<file path="src/gsc_pkg.sv">
// Shared constants and types for the gamepad sample conditioner.
// Used by gsc_div, gsc_stick and the top level; depends on nothing.
`default_nettype none
package gsc_pkg;

	// Serial divider sizes: 32-bit dividend, 18-bit divisor, one quotient bit a cycle.
	localparam int DIV_W = 32;
	localparam int DEN_W = 18;
	localparam int DIV_CNT_W = $clog2(DIV_W);

	// Stick arithmetic.
	localparam int AXIS_W = 16;
	localparam int MAG_W = 17;
	localparam int DZ_W = 15;
	localparam int OUT_W = 17;
	localparam int ROOT_W = 16;
	localparam int ROOT_CNT_W = $clog2(ROOT_W);
	localparam logic [DZ_W-1:0] STICK_FULL = 15'd32767;

	// Trigger arithmetic.
	localparam int TRIG_W = 8;
	localparam int TRIG_OUT_W = 16;
	localparam logic [TRIG_W-1:0] TRIG_FULL = 8'd255;

	// Handshake between the top level and a stick lane.
	typedef struct packed {
		logic start;
		logic done;
	} lane_ctl_t;

endpackage
`default_nettype wire

</file>
<file path="src/gsc_div.sv">
// Restoring unsigned divider that produces one quotient bit per cycle.
// Depends on gsc_pkg for its widths.
`default_nettype none
module gsc_div (
	input  wire logic                        clk,
	input  wire logic                        arst_n,
	input  wire logic                        start,
	input  wire logic [gsc_pkg::DIV_W-1:0]   dividend,
	input  wire logic [gsc_pkg::DEN_W-1:0]   divisor,
	output logic                             done,
	output logic [gsc_pkg::DIV_W-1:0]        quotient
);

	logic [gsc_pkg::DIV_W-1:0]     quo_q;
	logic [gsc_pkg::DEN_W-1:0]     rem_q;
	logic [gsc_pkg::DEN_W-1:0]     den_q;
	logic [gsc_pkg::DIV_CNT_W-1:0] cnt_q;
	logic                          busy_q;
	logic                          done_q;
	logic [gsc_pkg::DEN_W:0]       trial;
	logic                          ge;
	logic [gsc_pkg::DEN_W:0]       diff;

	// One restoring step: bring down the next dividend bit and try the divisor.
	always_comb begin
		trial = {rem_q, quo_q[gsc_pkg::DIV_W-1]};
		ge = trial >= {1'b0, den_q};
		diff = trial - {1'b0, den_q};
	end

	// Control: a run takes one restoring step per dividend bit, then done pulses.
	always_ff @(posedge clk or negedge arst_n) begin
		if (!arst_n) begin
			busy_q <= 1'b0;
			done_q <= 1'b0;
			cnt_q <= '0;
		end else begin
			done_q <= 1'b0;
			if (start) begin
				busy_q <= 1'b1;
				cnt_q <= '0;
			end else if (busy_q) begin
				cnt_q <= cnt_q + 1'b1;
				if (cnt_q == gsc_pkg::DIV_CNT_W'(gsc_pkg::DIV_W - 1)) begin
					busy_q <= 1'b0;
					done_q <= 1'b1;
				end
			end
		end
	end

	// Datapath: the dividend register fills with quotient bits from the right.
	always_ff @(posedge clk) begin
		if (start) begin
			quo_q <= dividend;
			rem_q <= '0;
			den_q <= divisor;
		end else if (busy_q) begin
			quo_q <= {quo_q[gsc_pkg::DIV_W-2:0], ge};
			rem_q <= ge ? diff[gsc_pkg::DEN_W-1:0] : trial[gsc_pkg::DEN_W-1:0];
		end
	end

	assign done = done_q;
	assign quotient = quo_q;

endmodule
`default_nettype wire

</file>
<file path="src/gsc_stick.sv">
// One stick lane: magnitude by serial square root, radial deadzone and rescale.
// Depends on gsc_pkg and instantiates gsc_div for its three divisions.
`default_nettype none
module gsc_stick (
	input  wire logic                             clk,
	input  wire logic                             arst_n,
	input  wire logic                             start,
	input  wire logic signed [gsc_pkg::AXIS_W-1:0] x,
	input  wire logic signed [gsc_pkg::AXIS_W-1:0] y,
	input  wire logic [gsc_pkg::DZ_W-1:0]          deadzone,
	output logic                                  done,
	output logic signed [gsc_pkg::OUT_W-1:0]      out_x,
	output logic signed [gsc_pkg::OUT_W-1:0]      out_y
);

	typedef enum logic [12:0] {
		L_IDLE = 13'b0000000000001,
		L_SQX  = 13'b0000000000010,
		L_SQY  = 13'b0000000000100,
		L_ROOT = 13'b0000000001000,
		L_NLD  = 13'b0000000010000,
		L_NDIV = 13'b0000000100000,
		L_XMUL = 13'b0000001000000,
		L_XLD  = 13'b0000010000000,
		L_XDIV = 13'b0000100000000,
		L_YMUL = 13'b0001000000000,
		L_YLD  = 13'b0010000000000,
		L_YDIV = 13'b0100000000000,
		L_DONE = 13'b1000000000000
	} lane_state_t;

	lane_state_t                       state_q;
	logic [gsc_pkg::MAG_W-1:0]         ax_q;
	logic [gsc_pkg::MAG_W-1:0]         ay_q;
	logic                              sx_q;
	logic                              sy_q;
	logic [gsc_pkg::DZ_W-1:0]          dz_q;
	logic [gsc_pkg::DIV_W-1:0]         sum_q;
	logic [gsc_pkg::DIV_W-1:0]         rad_q;
	logic [gsc_pkg::ROOT_W-1:0]        root_q;
	logic [gsc_pkg::DEN_W-1:0]         srem_q;
	logic [gsc_pkg::ROOT_CNT_W-1:0]    rcnt_q;
	logic [gsc_pkg::MAG_W-1:0]         n_q;
	logic [gsc_pkg::DIV_W-1:0]         prod_q;
	logic signed [gsc_pkg::OUT_W-1:0]  ox_q;
	logic signed [gsc_pkg::OUT_W-1:0]  oy_q;

	logic [gsc_pkg::MAG_W-1:0]         mul_a;
	logic [gsc_pkg::MAG_W-1:0]         mul_b;
	logic [2*gsc_pkg::MAG_W-1:0]       mul_p;
	logic [gsc_pkg::DEN_W+1:0]         sq_trial;
	logic [gsc_pkg::DEN_W+1:0]         sq_cand;
	logic                              sq_ge;
	logic [gsc_pkg::DEN_W+1:0]         sq_diff;
	logic [gsc_pkg::DZ_W-1:0]          m;
	logic                              in_zone;
	logic [gsc_pkg::DZ_W-1:0]          dspan;
	logic [gsc_pkg::DZ_W-1:0]          excess;
	logic                              div_start;
	logic [gsc_pkg::DIV_W-1:0]         div_num;
	logic [gsc_pkg::DEN_W-1:0]         div_den;
	logic                              div_done;
	logic [gsc_pkg::DIV_W-1:0]         div_quo;
	logic [gsc_pkg::OUT_W-1:0]         q_mag;

	// Shared multiplier: squares first, then axis times rescaled magnitude.
	always_comb begin
		case (state_q)
			L_SQX: begin
				mul_a = ax_q;
				mul_b = ax_q;
			end
			L_SQY: begin
				mul_a = ay_q;
				mul_b = ay_q;
			end
			L_XMUL: begin
				mul_a = ax_q;
				mul_b = n_q;
			end
			default: begin
				mul_a = ay_q;
				mul_b = n_q;
			end
		endcase
		mul_p = mul_a * mul_b;
	end

	// Square root step: two radicand bits in, one root bit out.
	always_comb begin
		sq_trial = {srem_q, rad_q[gsc_pkg::DIV_W-1 -: 2]};
		sq_cand = {2'b00, root_q, 2'b01};
		sq_ge = sq_trial >= sq_cand;
		sq_diff = sq_trial - sq_cand;
	end

	// Clamp the magnitude and test it against the deadzone.
	always_comb begin
		m = (root_q > gsc_pkg::ROOT_W'(gsc_pkg::STICK_FULL)) ? gsc_pkg::STICK_FULL
			: root_q[gsc_pkg::DZ_W-1:0];
		in_zone = m <= dz_q;
		dspan = gsc_pkg::STICK_FULL - dz_q;
		excess = m - dz_q;
	end

	// Divider operands for the magnitude rescale and the two axis shares.
	always_comb begin
		div_start = (state_q == L_NLD && !in_zone) || state_q == L_XLD || state_q == L_YLD;
		if (state_q == L_NLD) begin
			div_num = {1'b0, excess, 16'd0} + {17'd0, dspan};
			div_den = {2'b00, dspan, 1'b0};
		end else begin
			div_num = {prod_q[gsc_pkg::DIV_W-2:0], 1'b0} + {16'd0, root_q};
			div_den = {1'b0, root_q, 1'b0};
		end
		q_mag = div_quo[gsc_pkg::OUT_W-1:0];
	end

	gsc_div u_div (
		.clk      (clk),
		.arst_n   (arst_n),
		.start    (div_start),
		.dividend (div_num),
		.divisor  (div_den),
		.done     (div_done),
		.quotient (div_quo)
	);

	// Sequencer.
	always_ff @(posedge clk or negedge arst_n) begin
		if (!arst_n) begin
			state_q <= L_IDLE;
		end else begin
			case (state_q)
				L_SQX:  state_q <= L_SQY;
				L_SQY:  state_q <= L_ROOT;
				L_ROOT: if (rcnt_q == gsc_pkg::ROOT_CNT_W'(gsc_pkg::ROOT_W - 1)) state_q <= L_NLD;
				L_NLD:  state_q <= in_zone ? L_DONE : L_NDIV;
				L_NDIV: if (div_done) state_q <= L_XMUL;
				L_XMUL: state_q <= L_XLD;
				L_XLD:  state_q <= L_XDIV;
				L_XDIV: if (div_done) state_q <= L_YMUL;
				L_YMUL: state_q <= L_YLD;
				L_YLD:  state_q <= L_YDIV;
				L_YDIV: if (div_done) state_q <= L_DONE;
				default: ;
			endcase
			if (start) begin
				state_q <= L_SQX;
			end
		end
	end

	// Datapath registers.
	always_ff @(posedge clk) begin
		if (start) begin
			ax_q <= x[gsc_pkg::AXIS_W-1] ? (17'd0 - {x[gsc_pkg::AXIS_W-1], x}) : {1'b0, x};
			ay_q <= y[gsc_pkg::AXIS_W-1] ? (17'd0 - {y[gsc_pkg::AXIS_W-1], y}) : {1'b0, y};
			sx_q <= x[gsc_pkg::AXIS_W-1];
			sy_q <= y[gsc_pkg::AXIS_W-1];
			dz_q <= deadzone;
		end
		case (state_q)
			L_SQX: sum_q <= mul_p[gsc_pkg::DIV_W-1:0];
			L_SQY: begin
				rad_q <= sum_q + mul_p[gsc_pkg::DIV_W-1:0];
				root_q <= '0;
				srem_q <= '0;
				rcnt_q <= '0;
			end
			L_ROOT: begin
				rad_q <= {rad_q[gsc_pkg::DIV_W-3:0], 2'b00};
				root_q <= {root_q[gsc_pkg::ROOT_W-2:0], sq_ge};
				srem_q <= sq_ge ? sq_diff[gsc_pkg::DEN_W-1:0] : sq_trial[gsc_pkg::DEN_W-1:0];
				rcnt_q <= rcnt_q + 1'b1;
			end
			L_NLD: if (in_zone) begin
				ox_q <= '0;
				oy_q <= '0;
			end
			L_NDIV: if (div_done) n_q <= div_quo[gsc_pkg::MAG_W-1:0];
			L_XMUL, L_YMUL: prod_q <= mul_p[gsc_pkg::DIV_W-1:0];
			L_XDIV: if (div_done) ox_q <= sx_q ? $signed(17'd0 - q_mag) : $signed(q_mag);
			L_YDIV: if (div_done) oy_q <= sy_q ? $signed(17'd0 - q_mag) : $signed(q_mag);
			default: ;
		endcase
	end

	assign done = state_q == L_DONE;
	assign out_x = ox_q;
	assign out_y = oy_q;

endmodule
`default_nettype wire

</file>
<file path="src/gamepad_sample_conditioner.sv">
// Top level of the gamepad sample conditioner: register port, button logic,
// trigger scaling and the two stick lanes. Depends on gsc_pkg, gsc_stick and gsc_div.
//
// Usage: one input item is one controller poll, and one result item follows for each.
// Both channels use valid/ready. An item is taken when in_valid and in_ready are
// high. in_ready is high while the engine is free, even while the previous result
// still waits in the output register. The button flags are worked out when the
// item is taken. The two stick lanes then run in parallel with the trigger path.
// Each lane squares both axes in turn on one multiplier and then takes a bit-serial
// square root. Outside the deadzone it then runs three serial divisions, each one
// prepared in a load state (for the axis shares after a multiply state). When a
// stick leaves its deadzone, the lanes set when the result appears, because the two
// trigger divisions share one divider and are done sooner. With both sticks inside
// their deadzones and both triggers at or below the threshold, no division runs and
// the result appears soonest. One item is in work at a time, so a new item is taken
// only after the previous one has finished. When out_ready stays low the finished
// result waits in the engine until the output register frees, and no item is taken
// meanwhile. Reset clears the handshake and the previous button word, sets the
// first-poll flag, and loads the deadzones and the trigger threshold with their
// defaults. Registers are written at byte addresses 0, 4 and 8.
`default_nettype none
module gamepad_sample_conditioner (
	input  wire logic                                   clk,
	input  wire logic                                   arst_n,
	input  wire logic                                   psel,
	input  wire logic                                   penable,
	input  wire logic                                   pwrite,
	input  wire logic [3:0]                             paddr,
	input  wire logic [31:0]                            pwdata,
	output logic [31:0]                                 prdata,
	output logic                                        pready,
	input  wire logic                                   in_valid,
	output logic                                        in_ready,
	input  wire logic                                   connected,
	input  wire logic [15:0]                            buttons,
	input  wire logic signed [gsc_pkg::AXIS_W-1:0]      left_x,
	input  wire logic signed [gsc_pkg::AXIS_W-1:0]      left_y,
	input  wire logic signed [gsc_pkg::AXIS_W-1:0]      right_x,
	input  wire logic signed [gsc_pkg::AXIS_W-1:0]      right_y,
	input  wire logic [gsc_pkg::TRIG_W-1:0]             left_trigger,
	input  wire logic [gsc_pkg::TRIG_W-1:0]             right_trigger,
	input  wire logic [15:0]                            query_mask,
	output logic                                        out_valid,
	input  wire logic                                   out_ready,
	output logic                                        held,
	output logic                                        pressed_edge,
	output logic                                        released_edge,
	output logic                                        mask_error,
	output logic signed [gsc_pkg::OUT_W-1:0]            left_out_x,
	output logic signed [gsc_pkg::OUT_W-1:0]            left_out_y,
	output logic signed [gsc_pkg::OUT_W-1:0]            right_out_x,
	output logic signed [gsc_pkg::OUT_W-1:0]            right_out_y,
	output logic [gsc_pkg::TRIG_OUT_W-1:0]              left_trigger_out,
	output logic [gsc_pkg::TRIG_OUT_W-1:0]              right_trigger_out
);

	typedef enum logic [1:0] {
		REG_LEFT_DZ  = 2'd0,
		REG_RIGHT_DZ = 2'd1,
		REG_TRIG_THR = 2'd2
	} reg_index_t;

	typedef enum logic [5:0] {
		T_IDLE = 6'b000001,
		T_LLD  = 6'b000010,
		T_LDIV = 6'b000100,
		T_RLD  = 6'b001000,
		T_RDIV = 6'b010000,
		T_WAIT = 6'b100000
	} top_state_t;

	top_state_t                        state_q;
	logic [gsc_pkg::DZ_W-1:0]          left_dz_q;
	logic [gsc_pkg::DZ_W-1:0]          right_dz_q;
	logic [gsc_pkg::TRIG_W-1:0]        thr_q;
	logic [15:0]                       last_buttons_q;
	logic                              first_poll_q;
	logic                              held_q;
	logic                              pressed_q;
	logic                              released_q;
	logic                              merr_q;
	logic [gsc_pkg::TRIG_W-1:0]        lt_q;
	logic [gsc_pkg::TRIG_W-1:0]        rt_q;
	logic [gsc_pkg::TRIG_OUT_W-1:0]    lt_res_q;
	logic [gsc_pkg::TRIG_OUT_W-1:0]    rt_res_q;
	logic                              out_valid_q;
	logic                              o_held_q;
	logic                              o_pressed_q;
	logic                              o_released_q;
	logic                              o_merr_q;
	logic signed [gsc_pkg::OUT_W-1:0]  o_lx_q;
	logic signed [gsc_pkg::OUT_W-1:0]  o_ly_q;
	logic signed [gsc_pkg::OUT_W-1:0]  o_rx_q;
	logic signed [gsc_pkg::OUT_W-1:0]  o_ry_q;
	logic [gsc_pkg::TRIG_OUT_W-1:0]    o_lt_q;
	logic [gsc_pkg::TRIG_OUT_W-1:0]    o_rt_q;

	logic                              in_take;
	logic                              cfg_write;
	reg_index_t                        cfg_idx;
	logic [15:0]                       cur;
	logic [15:0]                       prev;
	logic                              now_all;
	logic                              prev_all;
	logic                              merr;
	logic signed [gsc_pkg::AXIS_W-1:0] lx_eff;
	logic signed [gsc_pkg::AXIS_W-1:0] ly_eff;
	logic signed [gsc_pkg::AXIS_W-1:0] rx_eff;
	logic signed [gsc_pkg::AXIS_W-1:0] ry_eff;
	gsc_pkg::lane_ctl_t                left_ctl;
	gsc_pkg::lane_ctl_t                right_ctl;
	logic signed [gsc_pkg::OUT_W-1:0]  lane_lx;
	logic signed [gsc_pkg::OUT_W-1:0]  lane_ly;
	logic signed [gsc_pkg::OUT_W-1:0]  lane_rx;
	logic signed [gsc_pkg::OUT_W-1:0]  lane_ry;
	logic [gsc_pkg::TRIG_W-1:0]        trig_v;
	logic                              trig_zero;
	logic [gsc_pkg::TRIG_W-1:0]        trig_span;
	logic [gsc_pkg::TRIG_W-1:0]        trig_excess;
	logic                              tdiv_start;
	logic [gsc_pkg::DIV_W-1:0]         tdiv_num;
	logic [gsc_pkg::DEN_W-1:0]         tdiv_den;
	logic                              tdiv_done;
	logic [gsc_pkg::DIV_W-1:0]         tdiv_quo;
	logic                              finish;

	assign in_take = in_valid && in_ready;
	assign in_ready = state_q == T_IDLE;
	assign pready = 1'b1;
	assign cfg_write = psel && penable && pwrite;
	assign cfg_idx = reg_index_t'(paddr[3:2]);

	// Register file writes.
	always_ff @(posedge clk or negedge arst_n) begin
		if (!arst_n) begin
			left_dz_q <= 15'd7849;
			right_dz_q <= 15'd8689;
			thr_q <= 8'd30;
		end else if (cfg_write) begin
			case (cfg_idx)
				REG_LEFT_DZ:  left_dz_q <= pwdata[gsc_pkg::DZ_W-1:0];
				REG_RIGHT_DZ: right_dz_q <= pwdata[gsc_pkg::DZ_W-1:0];
				REG_TRIG_THR: thr_q <= pwdata[gsc_pkg::TRIG_W-1:0];
				default: ;
			endcase
		end
	end

	// Register file reads.
	always_comb begin
		case (cfg_idx)
			REG_LEFT_DZ:  prdata = {17'd0, left_dz_q};
			REG_RIGHT_DZ: prdata = {17'd0, right_dz_q};
			REG_TRIG_THR: prdata = {24'd0, thr_q};
			default:      prdata = '0;
		endcase
	end

	// Effective poll and button combination flags.
	always_comb begin
		cur = connected ? buttons : 16'd0;
		prev = first_poll_q ? cur : last_buttons_q;
		merr = query_mask == 16'd0;
		now_all = (cur & query_mask) == query_mask;
		prev_all = (prev & query_mask) == query_mask;
		lx_eff = connected ? left_x : '0;
		ly_eff = connected ? left_y : '0;
		rx_eff = connected ? right_x : '0;
		ry_eff = connected ? right_y : '0;
	end

	always_ff @(posedge clk or negedge arst_n) begin
		if (!arst_n) begin
			last_buttons_q <= '0;
			first_poll_q <= 1'b1;
		end else if (in_take) begin
			last_buttons_q <= cur;
			first_poll_q <= 1'b0;
		end
	end

	// Stick lanes start on the accepted item.
	assign left_ctl.start = in_take;
	assign right_ctl.start = in_take;

	gsc_stick u_left (
		.clk      (clk),
		.arst_n   (arst_n),
		.start    (left_ctl.start),
		.x        (lx_eff),
		.y        (ly_eff),
		.deadzone (left_dz_q),
		.done     (left_ctl.done),
		.out_x    (lane_lx),
		.out_y    (lane_ly)
	);

	gsc_stick u_right (
		.clk      (clk),
		.arst_n   (arst_n),
		.start    (right_ctl.start),
		.x        (rx_eff),
		.y        (ry_eff),
		.deadzone (right_dz_q),
		.done     (right_ctl.done),
		.out_x    (lane_rx),
		.out_y    (lane_ry)
	);

	// Trigger scaling on one shared divider, left then right.
	always_comb begin
		trig_v = (state_q == T_LLD) ? lt_q : rt_q;
		trig_zero = trig_v <= thr_q;
		trig_span = gsc_pkg::TRIG_FULL - thr_q;
		trig_excess = trig_v - thr_q;
		tdiv_start = (state_q == T_LLD || state_q == T_RLD) && !trig_zero;
		tdiv_num = {8'd0, trig_excess, 16'd0} + {24'd0, trig_span};
		tdiv_den = {9'd0, trig_span, 1'b0};
	end

	gsc_div u_tdiv (
		.clk      (clk),
		.arst_n   (arst_n),
		.start    (tdiv_start),
		.dividend (tdiv_num),
		.divisor  (tdiv_den),
		.done     (tdiv_done),
		.quotient (tdiv_quo)
	);

	assign finish = state_q == T_WAIT && left_ctl.done && right_ctl.done
		&& (!out_valid_q || out_ready);

	// Engine sequencer.
	always_ff @(posedge clk or negedge arst_n) begin
		if (!arst_n) begin
			state_q <= T_IDLE;
		end else begin
			case (state_q)
				T_IDLE: if (in_take) state_q <= T_LLD;
				T_LLD:  state_q <= trig_zero ? T_RLD : T_LDIV;
				T_LDIV: if (tdiv_done) state_q <= T_RLD;
				T_RLD:  state_q <= trig_zero ? T_WAIT : T_RDIV;
				T_RDIV: if (tdiv_done) state_q <= T_WAIT;
				T_WAIT: if (finish) state_q <= T_IDLE;
				default: state_q <= T_IDLE;
			endcase
		end
	end

	// Per-item working registers.
	always_ff @(posedge clk) begin
		if (in_take) begin
			held_q <= !merr && connected && now_all;
			pressed_q <= !merr && connected && now_all && !prev_all;
			released_q <= !merr && !now_all && prev_all;
			merr_q <= merr;
			lt_q <= connected ? left_trigger : '0;
			rt_q <= connected ? right_trigger : '0;
		end
		if (state_q == T_LLD && trig_zero) lt_res_q <= '0;
		if (state_q == T_LDIV && tdiv_done) lt_res_q <= tdiv_quo[gsc_pkg::TRIG_OUT_W-1:0];
		if (state_q == T_RLD && trig_zero) rt_res_q <= '0;
		if (state_q == T_RDIV && tdiv_done) rt_res_q <= tdiv_quo[gsc_pkg::TRIG_OUT_W-1:0];
	end

	// Output register.
	always_ff @(posedge clk or negedge arst_n) begin
		if (!arst_n) begin
			out_valid_q <= 1'b0;
		end else if (finish) begin
			out_valid_q <= 1'b1;
		end else if (out_ready) begin
			out_valid_q <= 1'b0;
		end
	end

	always_ff @(posedge clk) begin
		if (finish) begin
			o_held_q <= held_q;
			o_pressed_q <= pressed_q;
			o_released_q <= released_q;
			o_merr_q <= merr_q;
			o_lx_q <= lane_lx;
			o_ly_q <= lane_ly;
			o_rx_q <= lane_rx;
			o_ry_q <= lane_ry;
			o_lt_q <= lt_res_q;
			o_rt_q <= rt_res_q;
		end
	end

	assign out_valid = out_valid_q;
	assign held = o_held_q;
	assign pressed_edge = o_pressed_q;
	assign released_edge = o_released_q;
	assign mask_error = o_merr_q;
	assign left_out_x = o_lx_q;
	assign left_out_y = o_ly_q;
	assign right_out_x = o_rx_q;
	assign right_out_y = o_ry_q;
	assign left_trigger_out = o_lt_q;
	assign right_trigger_out = o_rt_q;

	// A new edge implies the combination is held.
	assert property (@(posedge clk) disable iff (!arst_n)
		out_valid && pressed_edge |-> held)
		else $error("pressed edge without held");

	// A zero mask suppresses every button flag.
	assert property (@(posedge clk) disable iff (!arst_n)
		out_valid && mask_error |-> !held && !pressed_edge && !released_edge)
		else $error("button flags set with zero mask");

	// Only one item is in work at a time.
	assert property (@(posedge clk) disable iff (!arst_n)
		in_valid && in_ready |=> !in_ready)
		else $error("engine took a second item");

	// Trigger scaling never exceeds full scale.
	assert property (@(posedge clk) disable iff (!arst_n)
		out_valid |-> left_trigger_out <= 16'd32768 && right_trigger_out <= 16'd32768)
		else $error("trigger output above full scale");

endmodule
`default_nettype wire
</file>
<file path="config.mk">
export PLATFORM = sky130hd
export DESIGN_NAME = gamepad_sample_conditioner
export DESIGN_NICKNAME = d
export VERILOG_FILES = /design/src/gsc_pkg.sv /design/src/gsc_div.sv /design/src/gsc_stick.sv /design/src/gamepad_sample_conditioner.sv
export SDC_FILE = /design/constraint.sdc
export NUM_CORES = 2
export LEC_CHECK = 0
export BUFFER_PORTS_ARGS = -buffer_cell sky130_fd_sc_hd__buf_2
export CAP_MARGIN = 20
export CORE_AREA = 2 2 389 391
export CTS_BUF_LIST = sky130_fd_sc_hd__clkbuf_8 sky130_fd_sc_hd__clkbuf_16
export DETAILED_ROUTE_END_ITERATION = 7
export DIE_AREA = 0 0 391 393
export HOLD_SLACK_MARGIN = 0.1
export PLACE_DENSITY = 0.57
export SETUP_SLACK_MARGIN = 0.4
export SLEW_MARGIN = 20
export SYNTH_ARGS = -nofsm -noshare
export SYNTH_HDL_FRONTEND = slang
export SYNTH_SLANG_ARGS = --single-unit
</file>
<file path="constraint.sdc">
create_clock -name clk -period 11.72 [get_ports clk]
set_input_delay 0 -clock clk [delete_from_list [all_inputs] [get_ports clk]]
set_output_delay 0 -clock clk [all_outputs]
set_load 0.01 [all_outputs]
</file>
# Yosys cells after proc, flatten, opt, wreduce, memory -nomap -nowiden

Index checks and enable logic that the tools add are counted.

Flip-flop bits (word level): 929
Word-level logic and storage cells: 348

$add $sub $neg: 29
Multiply operators: 2
Magnitude comparators: 10
Equal/unequal tests: 57
Muxes and demuxes: 106
Bitwise gates (word level): 2
Reduce and logical (&&, ||, !) cells: 63

Operators with widths:

| operator              | count |
|---|---|
| $pmux 13 s11          | 2 |
| $mux 32               | 8 |
| $mux 17               | 12 |
| $pmux 17 s2           | 6 |
| $mux 16               | 12 |
| $mux 13               | 12 |
| $pmux 32 s2           | 2 |
| $mux 15               | 6 |
| $mux 18               | 5 |
| $pmux 18 s2           | 2 |
| $sub 18x18->18        | 4 |
| $sub 1x16->17 const A | 4 |
| $add 31x15->32        | 2 |
| $add 32x16->32        | 2 |
| $add 32x32->32        | 2 |
| $mul 17x17->32        | 2 |
| $pmux 16 s2           | 2 |
| $pmux 15 s3           | 1 |
| $ge 20x18->1          | 2 |
| $ge 19x18->1          | 2 |
| $pmux 6 s6            | 1 |
| $sub 1x17->17 const A | 2 |
| $and 16x16->16        | 2 |
| $eq 16x16->1          | 2 |
| 56 further kinds      | 172 |

# Logic depth before layout (Yosys ltp)

Depth in word-level cells: 8
Mapped depth: 44
Gate-level depth less buffers: 40

# Modules after synthesis

Synthesis repeated with hierarchy kept, for this count alone.

Cells, all modules: 6,855
Area, all modules: 69,678.1 sq um

By module, submodules not included:

| module                      | times used | cells an instance | area an instance (sq um) | seq. area each (sq um) |
|---|---|---|---|---|
| gsc_stick at u_left         | 1          | 2,565             | 24,217.0                 | 7,383.3 |
| gsc_stick at u_right        | 1          | 2,553             | 24,115.6                 | 7,383.3 |
| gamepad_sample_conditioner  | 1          | 674               | 9,211.3                  | 6,262.3 |
| gsc_div at u_left.u_div ... | 2          | 347               | 4,000.1                  | 2,037.0 |
| gsc_div at u_tdiv           | 1          | 369               | 4,134.0                  | 2,037.0 |

# Worst setup path before layout

OpenSTA, ideal clock, no wires.

Kind: flip-flop to flip-flop
Start: register u_left.state_q[3]
End: register u_left.rad_q[30] in the netlist's numbering (data pin)
Arrival time: 10.177 ns
Slack: 1.277 ns
Stages on the path, launching flop included: 42
Period minus slack after synthesis: 10.443 ns
Cell sequence: dfrtp_1 > buf_2 > nor4_2 > nand3_1 > nor3b_2 > clkbuf_1 > a22oi_1 > nand2_1 > clkbuf_1 > nand2_1 > fa_1 > inv_1 > fa_1 > ha_1 > fa_1 > inv_1 > fa_1 > fa_1 > (+6 left out) > nand2b_1 > a21oi_1 > nor2b_1 > o21a_1 > nor2_1 > xnor2_1 > ha_1 > a21o_1 > a21o_1 > a21oi_1 > o21ai_0 > nor3_1 > a21oi_1 > a41o_1 > or4_1 > a31oi_1 > xor2_1 > o21ai_1

Cells in the longest elaborated chain, start to end: 6
Elaborated cells on any way between the ends: 10

RTL lines:

| what                                              | line             | text |
|---|---|---|
| from (decl)                                       | gsc_stick.sv:32  | `lane_state_t state_q;` |
| from (signal assigned)                            | gsc_stick.sv:138 | `L_NLD: state_q <= in_zone ? L_DONE : L_NDIV;` |
| $eq 13x2->1 / $eq 13x7->1 (equally long branches) | gsc_stick.sv:68  | `case (state_q)` |
| $reduce_or 2->1 (no source line)                  | --               |  |
| $mux 17                                           | gsc_stick.sv:68  |  |
| $mul 17x17->32 *                                  | gsc_stick.sv:86  | `mul_p = mul_a * mul_b;` |
| net u_left.mul_p (one bit)                        | gsc_stick.sv:50  | `logic [2*gsc_pkg::MAG_W-1:0] mul_p;` |
| $add 32x32->32 *                                  | gsc_stick.sv:166 | `rad_q <= sum_q + mul_p[gsc_pkg::DIV_W-1:0];` |
| $pmux 32 s2 *                                     | gsc_stick.sv:163 | `case (state_q)` |
| to (signal assigned)                              | gsc_stick.sv:166 |  |
| to (signal assigned)                              | gsc_stick.sv:172 | `rad_q <= {rad_q[gsc_pkg::DIV_W-3:0], 2'b00};` |
| to (decl)                                         | gsc_stick.sv:39  | `logic [gsc_pkg::DIV_W-1:0] rad_q;` |

The timed path passes the listed nets; every way through them passes the cells marked *.
A chain may end at the register's enable or synchronous reset.

# Worst setup path in the final report

Start: register u_left.state_q[4]
End: register u_left.rad_q[30] in the netlist's numbering (data pin)

The elaborated chain is that of the path after synthesis.

==> results.py <==
metrics = {
    "outcome": {
        "status": "completed",
    },
    "placed_design": {
        "gp_congestion": 0.936,
        "dp_cells": 8735,
        "post-place-ws_ns": 0.848,
        "io_buffers": 257,
        "dpl_cell_area_um2": 70600,
        "dpl.hpwl_um": 150000,
    },
    "timing": {
        "tightest_slew_ns": 1.09,
        "fin_tns_setup_ns": 0,
        "skew_ns": 0.0430,
        "drv_slew": 0,
        "hold_violations": 0,
        "timing.slew.headroom_pct": 25.2,
        "min_period_ns": 10.83,
        "final.period_utilization_pct": 92.4,
        "clock.fmax_mhz": 92.3,
        "fin_ws_ns": 0.890,
        "setup_viol": 0,
        "rsz0062_at_grt": "true",
    },
    "finish": {
        "fin_nets": 8174,
        "area_growth_pct": 14.3,
        "final_cell_mix": "inv_1 (821), nand2_1 (811), edfxtp_1 (762)",
        "final_common_cell": "inv_1",
        "final_area_um2": 76500,
        "instances_no_fill": 9185,
        "layout-drive-gt1-share_pct": 9.24,
    },
    "clock_network": {
        "clk_path_buf_depth": 3,
        "cts.sink_count": 925,
        "cts_root_buf": "clkbuf_16",
        "clkTransAtPathRegs_ns": 0.06,
        "worstSkewPairLatency_ns": 0.72,
        "cts_tree": "built",
        "htree_levels": 3,
        "numCtsBuffers": 100,
    },
    "synth": {
        "synth_top_family_by_area": "adder cells",
        "synth-edff-count": 762,
        "ys_ff_latch": 925,
        "post_synth_mux_area_share_pct": 2.76,
        "ys.flop_type": "edfxtp_1",
        "synthSimpleGateAreaFrac_pct": 14.6,
        "synthAdderAreaFrac_pct": 21.4,
        "syn_area_per_cell_um2": 10.1,
        "synthCells": 6660,
        "yosysUniqueCellTypes": 98,
        "synthArstFlopShare_pct": 11.8,
        "netlist_area_um2": 66900,
        "yosysWarningCount": 0,
        "yosysSeqAreaShare_pct": 39.9,
        "synth_xor_area_share_pct": 4.89,
        "synth_compound_area_share_pct": 10.4,
    },
    "detailed_routing": {
        "firstDrtPassIters": 7,
        "via_per_inst": 5.45,
        "drt.antenna.violating_nets": 0,
        "drt-total-wl_um": 195000,
        "wire_per_inst_um": 21.3,
        "drt_iter0_drc": 3748,
        "num_vias": 50000,
        "drc": 0,
    },
    "global_routing": {
        "grt_pass1_wl_um": 300000,
        "antenna_found_initial": 36,
        "overflow": 0,
        "grt_usage_pct": 25.7,
        "grt_start_max_net_pins": 91,
        "grt_pass1_vias": 49800,
    },
    "power": {
        "p_per_area_nw_per_um2": 94.1,
        "p_clk_share_pct": 45.5,
        "intPower_uw": 5630,
        "p_seq_share_pct": 50.0,
        "switching_share_pct": 21.9,
        "peakVddDrop_uv": 117,
        "power_frac_comb_pct": 4.6,
        "cellLeakagePower_uw": 0.0323,
        "netSwitchingPower_uw": 1580,
    },
    "setup_path": {
        "crit_top_cell": "fa_1",
        "cp.arrival_ns": 11.27,
        "path_buf_inv": 4,
        "slowest_stage": "nor4_2",
        "slowest_delay_ns": 0.57,
        "worstSetupPathType": "register to register",
        "end_kind": "register",
        "cp-start-kind": "register",
        "path_delay_family": "adder cells",
        "critPathMaxFanout": 12,
        "worstPathRequired_ns": 12.16,
    },
    "floorplanning": {
        "core-area_um2": 149000,
        "pin_count": 295,
        "die_w_um": 391,
        "start_util_pct": 44.9,
        "die_y_um": 393,
        "rows": 142,
        "dieArea_um2": 154000,
    },
    "worst_hold_path": {
        "hp-class": "primary input to register",
    },
    "run": {
        "drv_cap": 0,
    },
}
-- cells in the mapped netlist, types with 57 or more instances --
cell,n,area share (%)
mux2i_1,93,1.4
a21o_1,131,1.5
nand3_1,87,0.65
clkbuf_1,194,1.1
dfrtp_1,86,3.2
xor2_1,137,1.8
and2_1,123,1.1
nor2_1,673,3.8
ha_1,416,7.8
mux2_2,78,1.3
o21ai_0,241,1.8
edfxtp_1,762,34
xnor2_1,235,3.1
and3_1,65,0.61
nor2b_1,57,0.53
nand2_1,815,4.6
nor3_1,80,0.60
fa_1,456,14
a21oi_1,316,2.4
inv_1,806,4.5
-- logic make-up (layout without fill, tap and decap cells) --
logic type	count (synthesis)	in the layout
AO/OA/AOI/OAI	1101	1101
XOR/XNOR	373	373
adder cells (fa/ha/maj)	872	872
buffers and inverters	1051	1602
flip-flops	925	925
multiplexers	173	173
other	2	32
AND/OR/NAND/NOR	2163	2163
-- through the flow --
stage          hold WS, ns  utilization (%)  power [uW]
2_1_floorplan       -0.296                -        3800
4_1_cts              0.101             51.2        7260
3_3_place_gp        0.0803             47.3        3900
3_5_place_dp        0.0774             47.3        3910
6_report             0.139             51.3        7200
5_1_grt              0.130             51.3        7420
-- worst min-delay path: stages --
cell and delay (ns):
dlygate4sd3_1 0.52, buf_2 0.09, and2_1 0.12
-- registers in the layout (all words and copies together) (netlist names), 18 cells and up --
name / count
u_left.u_div.quotient: 32
u_right.u_div.quotient: 32
u_right.u_div.rem_q: 18
u_left.prod_q: 31
u_left.rad_q: 32
u_right.rad_q: 32
u_right.srem_q: 18
u_right.prod_q: 31
u_tdiv.quotient: 32
u_tdiv.rem_q: 18
u_left.u_div.rem_q: 18
u_left.srem_q: 18
u_right.sum_q: 32
u_left.sum_q: 32
-- power by group through the flow --
| stage | logic (uW) | registers (uW) | clock network (uW) |
|---|---|---|---|
| 2_1_floorplan | 144 | 3650 | 0 |
| 3_3_place_gp | 239 | 3670 | 0 |
| 3_5_place_dp | 242 | 3670 | 0 |
| 4_1_cts | 325 | 3600 | 3340 |
| 5_1_grt | 357 | 3600 | 3470 |
| 6_report | 329 | 3600 | 3280 |
-- metal layers --
metal	global-route usage [%]	share of wire, %	vias up
met5	0	0.062	-
met4	9.22	3.7	20
met3	4.20	6.8	319
met2	41.6	46	1524
met1	34.9	44	24700
li1	-	-	23500
-- timing repair --
item,CTS,global route
resized for setup,0,4
hold buffers,250,0
hold endpoints to repair,286,0
setup endpoints to repair,0,3
buffers inserted,0,2
-- cell type report --
class                           count  area [um2]
Tap cell                         1944        2430
Timing Repair Buffer              604        4550
Clock buffer                      104        2580
Multi-Input combinational cell   4704       36400
Fill cell                       13600       72700
Inverter                          811        3050
Clock inverter                     83         815
Sequential cell                   925       26700
Antenna cell                       10        25.0
-- worst paths after layout --
| path | from | end | slack (ns) | depth (start not counted) |
|---|---|---|---|---|
| max | u_left.state_q[4] | u_left.rad_q[30] | 0.89 | 35 |
| min | right_trigger[0] | rt_q[0] | 0.14 | 3 |
| min reg2reg | lt_res_q[12] | left_trigger_out[12] | 0.42 | 0 |
| max in group asynchronous | arst_n | u_left.state_q[8] | 10.44 | 4 |
| max reg2reg | u_left.state_q[4] | u_left.rad_q[30] | 0.89 | 35 |
| min in group asynchronous | arst_n | thr_q[4] | 0.54 | 3 |
(Power assumes the default switching activity.)
